==> config.mk <==
export PLATFORM = sky130hd
export DESIGN_NAME = decimal_text_to_int_saturating_top_flat
export DESIGN_NICKNAME = d
export VERILOG_FILES = /design/src/hdl/dtoi_pkg.sv /design/src/hdl/dtoi_char_if.sv /design/src/hdl/dtoi_result_if.sv /design/src/hdl/decimal_text_to_int_saturating_top.sv /design/src/hdl/dtoi_parse.sv /design/src/flat_wrapper.sv
export SDC_FILE = /design/constraint.sdc
export NUM_CORES = 1
export LEC_CHECK = 0
export ABC_AREA = 1
export BUFFER_PORTS_ARGS = -buffer_cell sky130_fd_sc_hd__buf_4
export CAP_MARGIN = 30
export CORE_MARGIN = 2
export CORE_UTILIZATION = 43
export CTS_BUF_LIST = sky130_fd_sc_hd__clkbuf_2 sky130_fd_sc_hd__clkbuf_4 sky130_fd_sc_hd__clkbuf_8
export CTS_CLUSTER_DIAMETER = 150
export DETAILED_ROUTE_END_ITERATION = 12
export PLACE_DENSITY_LB_ADDON = 0.15
export SLEW_MARGIN = 20
export SYNTH_ARGS = -nofsm -noshare
export SYNTH_HDL_FRONTEND = slang
export SYNTH_SLANG_ARGS = --single-unit
==> constraint.sdc <==
create_clock -name clk -period 3.7 [get_ports clk]
set_clock_uncertainty 0.1 [all_clocks]
set_input_delay 0.74 -clock clk [delete_from_list [all_inputs] [get_ports clk]]
set_output_delay 0.74 -clock clk [all_outputs]
set_load 0.005 [all_outputs]
==> src/hdl/dtoi_pkg.sv <==
// ----------------------------------------------------------------------------
// dtoi_pkg
// Types and constants shared by the decimal text to integer converter.
// ----------------------------------------------------------------------------
package dtoi_pkg;

    localparam logic [7:0] CH_SPACE = 8'h20;
    localparam logic [7:0] CH_PLUS  = 8'h2B;
    localparam logic [7:0] CH_MINUS = 8'h2D;
    localparam logic [7:0] CH_ZERO  = 8'h30;
    localparam logic [7:0] CH_NINE  = 8'h39;

    localparam logic [31:0] INT_MAX_VAL = 32'h7FFF_FFFF;
    localparam logic [31:0] INT_MIN_VAL = 32'h8000_0000;
    localparam logic [31:0] MAG_TENTH   = INT_MAX_VAL / 32'd10;
    localparam logic [3:0]  POS_LAST_DIGIT = 4'(INT_MAX_VAL % 32'd10);
    localparam logic [3:0]  NEG_LAST_DIGIT = 4'(INT_MIN_VAL % 32'd10);

    typedef enum logic [3:0] {
        PH_SPACES  = 4'b0001,
        PH_SIGN    = 4'b0010,
        PH_DIGITS  = 4'b0100,
        PH_STOPPED = 4'b1000
    } phase_t;

    typedef enum logic [1:0] {
        OUT_NONE    = 2'd0,
        OUT_PARSED  = 2'd1,
        OUT_CLAMPED = 2'd2
    } outcome_t;

    typedef struct packed {
        logic [7:0] char_code;
        logic       is_last;
    } char_word_t;

    typedef struct packed {
        logic signed [31:0] value;
        outcome_t           outcome;
    } result_word_t;

endpackage

==> src/hdl/dtoi_char_if.sv <==
// ----------------------------------------------------------------------------
// dtoi_char_if
// Character channel: valid/ready handshake, one character per word.
// ----------------------------------------------------------------------------
interface dtoi_char_if;
    logic       valid;
    logic       ready;
    logic [7:0] char_code;
    logic       is_last;

    modport source (output valid, output char_code, output is_last, input ready);
    modport sink   (input valid, input char_code, input is_last, output ready);
endinterface

==> src/hdl/dtoi_result_if.sv <==
// ----------------------------------------------------------------------------
// dtoi_result_if
// Result channel: valid/ready handshake, one parsed integer per word.
// ----------------------------------------------------------------------------
interface dtoi_result_if;
    logic               valid;
    logic               ready;
    logic signed [31:0] value;
    logic [1:0]         outcome;

    modport source (output valid, output value, output outcome, input ready);
    modport sink   (input valid, input value, input outcome, output ready);
endinterface

==> src/hdl/decimal_text_to_int_saturating_top.sv <==
// ----------------------------------------------------------------------------
// decimal_text_to_int_saturating_top
// Saturating decimal text to signed 32-bit integer, one character a word.
// ----------------------------------------------------------------------------
//  channel   dir  word                        words out per word in
//  chars     in   char_code[7:0], is_last     -
//  results   out  value[31:0], outcome[1:0]   1 on is_last, else 0
//
//  One character per cycle while no stalled result holds a last character;
//  a result is registered as its last character leaves the input register.
//  The parse update (multiply by ten, add, limit compare) sits between the
//  input register and the result register.
//  rst_n clears the parse state and both valid flags.
//  A stalled result holds only a last character in the input register;
//  other characters keep flowing.
// ----------------------------------------------------------------------------
module decimal_text_to_int_saturating_top (
    input  logic           clk,
    input  logic           rst_n,
    dtoi_char_if.sink      chars,
    dtoi_result_if.source  results
);

    logic                   s1_valid_reg;
    dtoi_pkg::char_word_t   s1_word_reg;
    logic                   out_valid_reg;
    dtoi_pkg::result_word_t out_word_reg;

    logic                   out_free;
    logic                   s1_go;
    logic                   in_take;
    dtoi_pkg::result_word_t res_next;

    assign out_free = !out_valid_reg || results.ready;
    assign s1_go    = s1_valid_reg && (!s1_word_reg.is_last || out_free);
    assign in_take  = chars.valid && chars.ready;

    assign chars.ready     = !s1_valid_reg || s1_go;
    assign results.valid   = out_valid_reg;
    assign results.value   = out_word_reg.value;
    assign results.outcome = out_word_reg.outcome;

    dtoi_parse u_parse (
        .clk      (clk),
        .rst_n    (rst_n),
        .step     (s1_go),
        .word_in  (s1_word_reg),
        .res_next (res_next)
    );

    always_ff @(posedge clk or negedge rst_n)
    begin
        if (!rst_n)
        begin
            s1_valid_reg  <= 1'b0;
            out_valid_reg <= 1'b0;
        end
        else
        begin
            if (in_take)
            begin
                s1_valid_reg <= 1'b1;
            end
            else if (s1_go)
            begin
                s1_valid_reg <= 1'b0;
            end

            if (s1_go && s1_word_reg.is_last)
            begin
                out_valid_reg <= 1'b1;
            end
            else if (results.ready)
            begin
                out_valid_reg <= 1'b0;
            end
        end
    end

    always_ff @(posedge clk)
    begin
        if (in_take)
        begin
            s1_word_reg.char_code <= chars.char_code;
            s1_word_reg.is_last   <= chars.is_last;
        end
        if (s1_go && s1_word_reg.is_last)
        begin
            out_word_reg <= res_next;
        end
    end

endmodule

==> src/hdl/dtoi_parse.sv <==
// ----------------------------------------------------------------------------
// dtoi_parse
// Parse state and per-character update; forms the result of a string's
// last character.
// ----------------------------------------------------------------------------
module dtoi_parse (
    input  logic                  clk,
    input  logic                  rst_n,
    input  logic                  step,
    input  dtoi_pkg::char_word_t  word_in,
    output dtoi_pkg::result_word_t res_next
);

    dtoi_pkg::phase_t phase_reg, phase_next;
    logic [31:0]      mag_reg, mag_next;
    logic             neg_reg, neg_next;
    logic             clamped_reg, clamped_next;
    logic             found_reg, found_next;

    logic        is_digit;
    logic [31:0] digit;
    logic [31:0] mag_times_ten;
    logic [3:0]  last_digit;
    logic        overflow;

    assign is_digit      = (word_in.char_code >= dtoi_pkg::CH_ZERO) &&
                           (word_in.char_code <= dtoi_pkg::CH_NINE);
    assign digit         = {28'd0, word_in.char_code[3:0]};
    assign mag_times_ten = {mag_reg[28:0], 3'b000} + {mag_reg[30:0], 1'b0};
    assign last_digit    = neg_reg ? dtoi_pkg::NEG_LAST_DIGIT : dtoi_pkg::POS_LAST_DIGIT;
    assign overflow      = (mag_reg > dtoi_pkg::MAG_TENTH) ||
                           ((mag_reg == dtoi_pkg::MAG_TENTH) &&
                            (word_in.char_code[3:0] > last_digit));

    always_comb
    begin
        phase_next   = phase_reg;
        mag_next     = mag_reg;
        neg_next     = neg_reg;
        clamped_next = clamped_reg;
        found_next   = found_reg;
        unique case (phase_reg)
            dtoi_pkg::PH_SPACES:
            begin
                if (word_in.char_code == dtoi_pkg::CH_SPACE)
                begin
                    phase_next = dtoi_pkg::PH_SPACES;
                end
                else if (is_digit)
                begin
                    found_next = 1'b1;
                    mag_next   = digit;
                    phase_next = dtoi_pkg::PH_DIGITS;
                end
                else if ((word_in.char_code == dtoi_pkg::CH_PLUS) ||
                         (word_in.char_code == dtoi_pkg::CH_MINUS))
                begin
                    neg_next   = (word_in.char_code == dtoi_pkg::CH_MINUS);
                    phase_next = dtoi_pkg::PH_SIGN;
                end
                else
                begin
                    phase_next = dtoi_pkg::PH_STOPPED;
                end
            end
            dtoi_pkg::PH_SIGN:
            begin
                if (is_digit)
                begin
                    found_next = 1'b1;
                    mag_next   = digit;
                    phase_next = dtoi_pkg::PH_DIGITS;
                end
                else
                begin
                    phase_next = dtoi_pkg::PH_STOPPED;
                end
            end
            dtoi_pkg::PH_DIGITS:
            begin
                if (!is_digit)
                begin
                    phase_next = dtoi_pkg::PH_STOPPED;
                end
                else if (overflow)
                begin
                    clamped_next = 1'b1;
                    phase_next   = dtoi_pkg::PH_STOPPED;
                end
                else
                begin
                    mag_next = mag_times_ten + digit;
                end
            end
            dtoi_pkg::PH_STOPPED:
            begin
                phase_next = dtoi_pkg::PH_STOPPED;
            end
            default:
            begin
                phase_next = dtoi_pkg::PH_STOPPED;
            end
        endcase
    end

    always_comb
    begin
        res_next.value   = '0;
        res_next.outcome = dtoi_pkg::OUT_NONE;
        if (found_next)
        begin
            if (clamped_next)
            begin
                res_next.value   = neg_next ? dtoi_pkg::INT_MIN_VAL : dtoi_pkg::INT_MAX_VAL;
                res_next.outcome = dtoi_pkg::OUT_CLAMPED;
            end
            else
            begin
                res_next.value   = neg_next ? (32'd0 - mag_next) : mag_next;
                res_next.outcome = dtoi_pkg::OUT_PARSED;
            end
        end
    end

    // last character of a string returns the parser to its idle state
    always_ff @(posedge clk or negedge rst_n)
    begin
        if (!rst_n)
        begin
            phase_reg   <= dtoi_pkg::PH_SPACES;
            mag_reg     <= '0;
            neg_reg     <= 1'b0;
            clamped_reg <= 1'b0;
            found_reg   <= 1'b0;
        end
        else if (step)
        begin
            if (word_in.is_last)
            begin
                phase_reg   <= dtoi_pkg::PH_SPACES;
                mag_reg     <= '0;
                neg_reg     <= 1'b0;
                clamped_reg <= 1'b0;
                found_reg   <= 1'b0;
            end
            else
            begin
                phase_reg   <= phase_next;
                mag_reg     <= mag_next;
                neg_reg     <= neg_next;
                clamped_reg <= clamped_next;
                found_reg   <= found_next;
            end
        end
    end

endmodule

==> src/flat_wrapper.sv <==
// flat-port wrapper written by rule: the top's interface ports become plain ports
module decimal_text_to_int_saturating_top_flat 
  (clk, rst_n, chars_valid, chars_char_code, chars_is_last, chars_ready, results_valid, results_value, results_outcome, results_ready);
  dtoi_char_if chars_i ();
  dtoi_result_if results_i ();
  input  logic clk;
  input  logic rst_n;
  input wire logic [$bits(chars_i.valid)-1:0] chars_valid;
  input wire logic [$bits(chars_i.char_code)-1:0] chars_char_code;
  input wire logic [$bits(chars_i.is_last)-1:0] chars_is_last;
  output wire logic [$bits(chars_i.ready)-1:0] chars_ready;
  output wire logic [$bits(results_i.valid)-1:0] results_valid;
  output wire logic [$bits(results_i.value)-1:0] results_value;
  output wire logic [$bits(results_i.outcome)-1:0] results_outcome;
  input wire logic [$bits(results_i.ready)-1:0] results_ready;
  assign chars_i.valid = chars_valid;
  assign chars_i.char_code = chars_char_code;
  assign chars_i.is_last = chars_is_last;
  assign chars_ready = chars_i.ready;
  assign results_valid = results_i.valid;
  assign results_value = results_i.value;
  assign results_outcome = results_i.outcome;
  assign results_i.ready = results_ready;
  decimal_text_to_int_saturating_top u_core (.clk(clk), .rst_n(rst_n), .chars(chars_i), .results(results_i));
endmodule
======== Yosys cells after proc, flatten, opt, wreduce, memory -nomap -nowiden ========
Index checks and enable logic that the tools add are counted.
storage, ports and cells
  bits in registers ....................... 84
  bits of input ports ..................... 13
  output and inout port bits .............. 36
  word-level logic and storage cells ...... 77
cells by class
  add/subtract/negate cells ............... 3
  order comparisons ....................... 4
  eq/ne operators ......................... 8
  multiplexer cells ....................... 35
  reductions and logical operators ........ 16
operators by type and width
  cell                                                               number
  2-to-1 mux 32 bit                                                  7
  case mux 32 bit (3 select lines)                                   1
  2-to-1 mux 34 bit                                                  1
  adder 32 bit                                                       1
  adder 32 x 4 -> 32 bit                                             1
  equality test 32 x 28 -> 1 bit, second input constant              1
  greater-than comparator 32 x 28 -> 1 bit, second input constant    1
  2-to-1 mux 4 bit                                                   8
  subtractor 1 x 32 -> 32 bit, first input constant                  1
  equality test 8 x 6 -> 1 bit, second input constant                3
  2-to-1 mux 1 bit                                                   16
  case mux 4 bit (3 select lines)                                    1
  greater-or-equal comparator 8 x 6 -> 1 bit, second input constant  1
  less-or-equal comparator 8 x 6 -> 1 bit, second input constant     1
  logical AND 1 bit                                                  5
  logical OR 1 bit                                                   5
  equality test 4 x 1 -> 1 bit, second input constant                1
  equality test 4 x 2 -> 1 bit, second input constant                1
  equality test 4 x 3 -> 1 bit, second input constant                1
  greater-than comparator 4 bit                                      1
  != test 4 x 3 -> 1 bit, second input constant                      1
  nonzero test 2 bit                                                 2
  logical NOT 1 bit                                                  3
  case mux 1 bit (2 select lines)                                    1
  AND reduction 2 bit                                                1

======== Logic depth before layout (Yosys ltp) ========
Gate-level depths: netlist of run 1.
  depth in word-level cells ............... 10
  gate-level depth with buffers ........... 26
  mapped depth without buffers ............ 26

======== Cells and area by module ========
A second synthesis of run 1 with hierarchy kept.
unflattened totals
  cells, all modules ...................... 1,243
  area, all modules ....................... 8,137.8 µm²
by module, submodules not included
  module                              times used  cells each  area each (µm²)  sequential area each (µm²)
  dtoi_parse                          1           1,185       6,736.5          977.2
  decimal_text_to_int_saturating_top  1           58          1,401.3          1,341.3

======== Worst setup path after synthesis of run 1 ========
Ideal clock, no wire load.
  kind .................................... register -> register
  start point ............................. reg u_core.u_parse.mag_reg[0]
  end point ............................... reg u_core.out_word_reg, in the netlist u_core.results.value[29] (data pin)
  library setup time ...................... 0.258 ns
  data arrival time ....................... 3.107 ns
  required time ........................... 3.342 ns
  setup slack ............................. 0.235 ns
  stages on the path, launching flop included .. 22
  clock period less this slack ............ 3.465 ns
  cells stage by stage .................... dfrtp_1 -> inv_1 -> fa_1 -> inv_1 -> fa_1 -> nand3_1 -> nand3_1 -> nand2_1 -> nand2_1 -> or2_2 -> nand3_1 -> nand3b_1 -> nand2_1 -> inv_2 -> nor2_2 -> nand2_1 -> nor2_2 -> nand3_1 -> nand2_1 -> nand3_1 -> nand3_1 -> nand2_1
on the way
  word-level cells in the longest chain between the ends .. 9
  elaborated cells between the ends (all ways) .. 17
RTL lines
  what                                                  line                                      text
  start: declaration                                    dtoi_parse.sv:15                          logic [31:0] mag_reg, mag_next;
  start signal: assignment                              dtoi_parse.sv:149                         mag_reg <= mag_next;
  branches (longest 8 deep; another with adder 32 bit)  --
  2-to-1 mux 34 bit (*)                                 dtoi_parse.sv:112                         if (clamped_next)
  end signal: assignment                                decimal_text_to_int_saturating_top.sv:89  out_word_reg <= res_next;
  end: declaration                                      decimal_text_to_int_saturating_top.sv:27  dtoi_pkg::result_word_t out_word_reg;
Every way passes the cells marked *.
A chain may end at the register's enable or synchronous reset.

======== Final worst setup path of run 1 ========
  start point ............................. reg u_core.s1_word_reg[4] (netlist name)
  end point ............................... reg u_core.out_word_reg, in the netlist u_core.results.value[19] (data pin)
on the way
  word-level cells in the longest chain between the ends .. 9
  elaborated cells between the ends (all ways) .. 30
RTL lines
  what                                                            line                                      text
  start: declaration                                              decimal_text_to_int_saturating_top.sv:25  dtoi_pkg::char_word_t s1_word_reg;
  branches (longest 9 deep; another with adder 32 x 4 -> 32 bit)  --
Several ways; the timed one is not identified.

==> results.md, run 1 <==
- Period minus WS final: 3524 ps
- Initial drt markers: 531
- CP max stage cell: fa_1
- Ant. Diodes: 0
- Io pins: 49
- R2r endpoint: u_core.results.value[19]$_SDFFCE_PP0P_
- Vias per cell: 5.304
- Clk sinks: 84
- Area delta synth->final: 21.52%
- Total CTS buffers: 9
- Share of cells above drive strength 1: 0.2508
- Die Ht: 141.5 um
- First-pass GRT wire length: 38.66 mm
- Worst-skew pair later-pin latency: 370 ps
- Synth top area cells: nand2_1, edfxtp_1, dfrtp_1
- Worst Path Buf+Inv: 3
- Yosys top cell area share: 0.1759
- Max-cap violations: 0
- H-tree depth: 3
- WP data required: 3740 ps
- FMAX: 283.8 MHz
- Placement Rows: 50
- Count leader, synth: nand2_1
- Routed wire length: 24.23 mm
- Gr usage total: 0.2424
- Maximum buffer depth of the clock tree: 2
- P_int: 1.630 mW
- Hold_buf cts: 0
- Tightest Pin Transition: 721.7 ps
- Unique masters post-synth: 52
- Count of cells along the worst register-to-register path: 19
- Sw frac: 0.3589
- Clock root cell: clkbuf_8
- Synth Flop Type: edfxtp_1
- Most frequent CP cell: nand3_2
- Worst Setup EP: u_core.results.value[19]$_SDFFCE_PP0P_
- Largest area contributor in the netlist: nand2_1
- Hold Crit Class: primary input to async pin
- Peak VDD IR: 0.2417 mV
- Asr flop ratio synth: 0.4881
- Total die area: 0.02002 mm2
- Critical path, cell by cell: inv_2 -> fa_1 -> inv_2 -> ha_1 -> nand3_1 -> nand3_2 -> nand2_2 -> nand2_2 -> xnor2_2 -> nand3_2 -> nand3_2 -> nand2_4 -> nor2_4 -> buf_4 -> nand2_4 -> nor3_4 -> nand3b_1 -> a21oi_2 -> nor2_2
- Register area share after synthesis: 0.2852
- Unrepaired setup endpoints after global routing: yes
- Core area: 0.01864 mm2
- Combinational Power Share: 0.318
- Total grt overflow: 0
- Largest net degree at the start of global routing: 43
- Critical path peak fanout: 4
- CP Launch Type: register
- Leakage: 5.066 nW
- Sum Neg Setup Slack: 0 ps
- Mapped cell area: 0.008129 mm2
- Post-Syn Instances: 1222
- Routed WL per cell: 15.47 um
- Cell family with most CP delay: simple AND/OR/NAND/NOR gates
- Slew HR: 0.5183
- CTS clock-pin slew for the worst setup and hold paths: 100 ps
- Initial Utilization: 0.4360
- Fin. max-slew vios: 0
- P_sw: 0.9123 mW
- Outcome: finished clean
- Clock share of power: 0.272
- Antenna Nets Post-Route: 0
- Synth Warn #: 0
- Reg power frac: 0.409
- Yosys reg bits: 84
- Avg Cell Area, Syn: 6.652 um2
- Worst path arrival time: 3560 ps
- Most frequent cells after synthesis: nand2_1, inv_1, nor2_1, nand3_1, ha_1
- CP Launch Point: u_core.s1_word_reg[4]$_DFFE_PP_
- Hpwl dp: 18.95 mm
- Port-buffer cells: 48
- Syn nets: 1300
- Hold Fails Final Rpt: 0
- Power Dens Cells: 257.4 mW/mm2
- Placer congestion estimate: 0.9251
- CP Depth: 19
- Post-route DRC: 0
- DR vias: 8306
- DRT Pass-1 Iters: 5
- Final net count: 1405
- Die width: 141.5 um
- Setup CP Type: register to register
- Vias in the first global route: 7833
- EDFF count, synth: 43
- Tcrit/Tclk final: 0.9524
- R2r setup slk: 180 ps
- Final setup vio count: 0
- Crit end category: register
- Worst path max stage delay: 550 ps
- FF-to-FF Start: u_core.s1_word_reg[4]$_DFFE_PP_
- TritonCTS clock tree: yes
- Final core occ: 0.5299
- Initial antenna violation count: 0
==> power by group through the flow <==
stage                     Combinational, mW  Clock [mW]  Sequential (mW)
after global placement                0.707           0             1.06
after CTS                             0.720       0.703             1.04
after detailed placement              0.713           0             1.06
after global routing                  0.887       0.730             1.05
after floorplan                       0.462           0             1.06
final                                 0.809       0.693             1.04
==> how the worst min path moves through the flow <==
stage / to / slack, ps / cells after the start
floorplan: u_core.results.valid$_DFFE_PN0P_ / 340 / 0
global placement: u_core.u_parse.phase_reg[0]$_DFFE_PN1P_ / 410 / 2
detailed placement: u_core.u_parse.phase_reg[0]$_DFFE_PN1P_ / 410 / 2
CTS: u_core.u_parse.neg_reg$_DFFE_PN0P_ / 260 / 1
global route: u_core.u_parse.phase_reg[3]$_DFFE_PN0P_ / 290 / 1
finish: u_core.u_parse.phase_reg[3]$_DFFE_PN0P_ / 250 / 1
==> cell usage in the layout (no fill, tap or decap), drive strengths merged <==
cell	count
a211oi	1
a22oi	1
ha	63
o41ai	1
inv	179
or2	2
o22ai	29
clkinv	3
dfstp	1
clkinvlp	1
a21o	2
o221ai	2
xor2	1
bufinv	1
a21boi	1
dfrtp	40
a32oi	1
o21ai	56
nor3	10
nand4	16
and3	1
nand2	397
or4	1
o21bai	2
nor4	1
fa	2
nand3	112
edfxtp	43
o21a	2
a21oi	68
clkbuf	9
xnor2	6
nor2	139
o211ai	2
buf	121
nand3b	15
==> worst reg2reg max path, cell delays in order (launching register included) <==
cell and delay (ps):
edfxtp_1 400, inv_2 60, fa_1 550, inv_2 50, ha_1 300, nand3_1 110
nand3_2 120, nand2_2 90, nand2_2 80, xnor2_2 210, nand3_2 110, nand3_2 110
nand2_4 80, nor2_4 110, buf_4 120, nand2_4 60, nor3_4 280, nand3b_1 160
a21oi_2 170, nor2_2 40
==> metal layers <==
layer  vias to the layer above  track usage  wire (um)
met5                         -            0          0
met3                        41      0.02801        983
met4                         0      0.07158        597
li1                       4209            -          -
met2                       206       0.4198      11890
met1                      3850       0.3192      10750
==> metrics by stage <==
step	setup slack (ps)	power, mW	std cells	instance area, um2	hold slack (ps)
floorplan	235.3	1.526	1222	8129	344.4
global placement	-10.56	1.768	1538	9101	414.8
detailed placement	-39.65	1.774	1538	9101	411.5
CTS	15.47	2.464	1555	9320	264.6
global route	-84.67	2.663	1566	9878	287.5
finish	176.1	2.542	1566	9878	248.9
==> repair_timing <==
action                     CTS  global route
pin swaps                    1            43
buffers inserted             1            11
setup endpoints to repair    5            26
gates resized for setup      3           136
==> cell families (layout without fill, tap and decap cells) <==
kind of cell / Yosys count / count (layout) / synth area share
adder cells (fa/ha/maj): 65 / 65 / 0.1019
buffers and inverters: 204 / 314 / 0.1004
flip-flops: 84 / 84 / 0.2852
XOR/XNOR: 7 / 7 / 0.007542
AND/OR/NAND/NOR: 694 / 694 / 0.3854
AO/OA/AOI/OAI: 168 / 168 / 0.1196
==> area by class of cell <==
class                   instances  area [um2]
inverters                     177       666.9
flip-flops and latches         84        2321
clock buffers                   9       123.9
fillers                      1911        8765
multi-input cells             934        5479
repair buffers                121       920.9
clock inverters                 7       73.82
well taps                     234       292.8
Power figures use the tool's default switching activity.
==> run 2, diff against run 1 <==
--- a/config.mk
+++ b/config.mk
@@ -13,7 +13,8 @@
 export CTS_BUF_LIST = sky130_fd_sc_hd__clkbuf_2 sky130_fd_sc_hd__clkbuf_4 sky130_fd_sc_hd__clkbuf_8
 export CTS_CLUSTER_DIAMETER = 150
 export DETAILED_ROUTE_END_ITERATION = 12
-export PLACE_DENSITY_LB_ADDON = 0.15
+export MAX_ROUTING_LAYER = met4
+export PLACE_DENSITY = 0.61
 export SLEW_MARGIN = 20
 export SYNTH_ARGS = -nofsm -noshare
 export SYNTH_HDL_FRONTEND = slang
==> run 2 against run 1 <==
  * Critical endpoint is now u_core.results.value[28]$_SDFFCE_PP0P_
  * Highest routed layer unchanged
  * Critical path depth is 1 lower
  * First-iteration DRC count is 20% higher
  * Clock-buffer cell count stayed put
  * Critical path type unchanged
==> results.md, run 2 (synthesis results as in run 1) <==
- Routed WL per cell: 15.59 um (+0.77%)
- FMAX: 284.1 MHz (+0.12%)
- Initial antenna violation count: 0 (unchanged)
- Io pins: 49 (unchanged)
- Hold Fails Final Rpt: 0 (unchanged)
- Die Ht: 141.5 um (unchanged)
- TritonCTS clock tree: yes
- Routed wire length: 24.35 mm (+0.51%)
- Placer congestion estimate: 0.9479 (+2.5%)
- Total CTS buffers: 9 (unchanged)
- DP Area: 0.009059 mm2 (-0.47%)
- Final net count: 1401 (-0.28%)
- Critical path peak fanout: 5 (+1)
- Final setup vio count: 0 (unchanged)
- Gr usage total: 0.2493 (+0.006830)
- Initial Utilization: 0.4360 (unchanged)
- Largest net degree at the start of global routing: 43 (unchanged)
- Port-buffer cells: 48 (unchanged)
- Area delta synth->final: 21.76%
- Peak VDD IR: 0.2110 mV (-13%)
- Slew HR: 0.4771 (-0.04122)
- CTS clock-pin slew for the worst setup and hold paths: 100 ps (about the same)
- Setup CP Type: register to register
- Sum Neg Setup Slack: 0 ps (unchanged)
- Share of cells above drive strength 1: 0.2545 (+0.003767)
- Clock root cell: clkbuf_8
- Hold Crit Class: primary input to async pin
- H-tree depth: 3 (unchanged)
- Initial drt markers: 638 (+20%)
- Total die area: 0.02002 mm2 (unchanged)
- Crit end category: register
- First-pass GRT wire length: 38.45 mm (-0.54%)
- CP Launch Type: register
- Vias in the first global route: 7707 (-1.6%)
- DR vias: 8353 (+0.57%)
- Leakage: 5.077 nW (+0.22%)
- Final core occ: 0.5309 (+0.001074)
- Tightest Pin Transition: 783.5 ps (+61.76 ps)
- Worst-skew pair later-pin latency: 380 ps (about the same)
- Tcrit/Tclk final: 0.9513 (-0.001151)
- Hold slack final: 233.4 ps (-15.55 ps)
- Post-route cell area: 0.009898 mm2 (+0.20%)
- DRT Pass-1 Iters: 5 (unchanged)
- Outcome: finished clean
- Overall power: 2.597 mW (+2.1%)
- Power Dens Cells: 262.3 mW/mm2 (+1.9%)
- Antenna Nets Post-Route: 0 (unchanged)
- Ant. Diodes: 0 (unchanged)
- Max-cap violations: 0 (unchanged)
- Clk sinks: 84 (unchanged)
- Fin. max-slew vios: 0 (unchanged)
- Commonest non-fill, non-tap cell in the layout: nand2_1
- Vias per cell: 5.348 (+0.82%)
- Period minus WS final: 3520 ps (-4.260 ps)
- Die width: 141.5 um (unchanged)
- Core area: 0.01864 mm2 (unchanged)
- Post-route DRC: 0 (unchanged)
- Total grt overflow: 0 (unchanged)
- Placement Rows: 50 (unchanged)
- Maximum buffer depth of the clock tree: 2 (unchanged)
- WP data required: 3750 ps (about the same)
- Most frequent cells in the layout: nand2_1, inv_1, buf_4, nor2_1, nand3_1
- Hpwl dp: 18.95 mm (about the same)
- Worst path arrival time: 3570 ps (about the same)
- Unrepaired setup endpoints after global routing: yes
run 2: cell types whose count changed in the layout (fill, tap and decap cells not counted), moves of 3 or more:
cell / delta
nand2_4: +3
dfrtp_1: -4
dfrtp_2: +4
o21ai_1: +3
buf_4: -4
nor2_4: +3
run 2: where the power goes:
group	internal (mW)	switching, mW	leakage (nW)
registers	1.02	0.0195	0.970
clock network	0.322	0.396	0.101
logic	0.300	0.538	4.01
run 2: final cells by class:
cell class                      instances  area [um2]
Clock buffer                            9       123.9
Fill cell                            1871        8745
Tap cell                              234       292.8
Inverter                              177       666.9
Clock inverter                          7       81.33
Sequential cell                        84        2326
Timing Repair Buffer                  117       882.1
Multi-Input combinational cell        934        5525
run 2: critical path, cell delays in order, from the launching register on:
cell	delay [ps]
dfrtp_1	460
ha_1	320
ha_1	370
nand2_1	130
inv_1	60
nand2_1	140
inv_1	60
a21oi_1	220
nand2_2	90
nand2_1	80
nand2_1	50
nand2_1	60
nand3_1	170
a21oi_4	240
buf_4	150
and3_1	170
nand4_1	160
a21oi_2	170
nor2_1	40
run 2: path summary, 6_finish.rpt:
| check | startpoint | endpoint | slack (ps) | depth (start not counted) |
|---|---|---|---|---|
| worst max register to register | u_core.u_parse.mag_reg[11]$_DFFE_PN0P_ | u_core.results.value[28]$_SDFFCE_PP0P_ | 180 | 18 |
| max in group asynchronous | rst_n | u_core.u_parse.mag_reg[13]$_DFFE_PN0P_ | 2830 | 1 |
| worst min-delay path | rst_n | u_core.u_parse.phase_reg[3]$_DFFE_PN0P_ | 230 | 1 |
| worst max-delay path | u_core.u_parse.mag_reg[11]$_DFFE_PN0P_ | u_core.results.value[28]$_SDFFCE_PP0P_ | 180 | 18 |
| worst min register to register | u_core.u_parse.phase_reg[0]$_DFFE_PN1P_ | u_core.u_parse.phase_reg[0]$_DFFE_PN1P_ | 420 | 2 |
| min in group clk | u_core.u_parse.phase_reg[0]$_DFFE_PN1P_ | u_core.u_parse.phase_reg[0]$_DFFE_PN1P_ | 420 | 2 |
run 2: routing by layer:
metal	wire (um)	global-route usage	share of wire
met1	10700	0.3177	0.44
met5	0	-	0
met4	547	0.07263	0.022
met3	983	0.02936	0.040
met2	12120	0.4190	0.50
run 2: stage by stage:
stage               setup slack (ps)  instances
floorplan                      235.3       1222
global placement               43.85       1534
detailed placement            -7.666       1534
CTS                            7.254       1551
global route                  -43.58       1562
finish                         180.3       1562
run 2: timing repair:
action                                  CTS  global route
setup buffers                             1            11
pin swaps                                 2            51
hold buffers                              0             0
endpoints found under the setup margin    5            24
gates resized for setup                   3           153
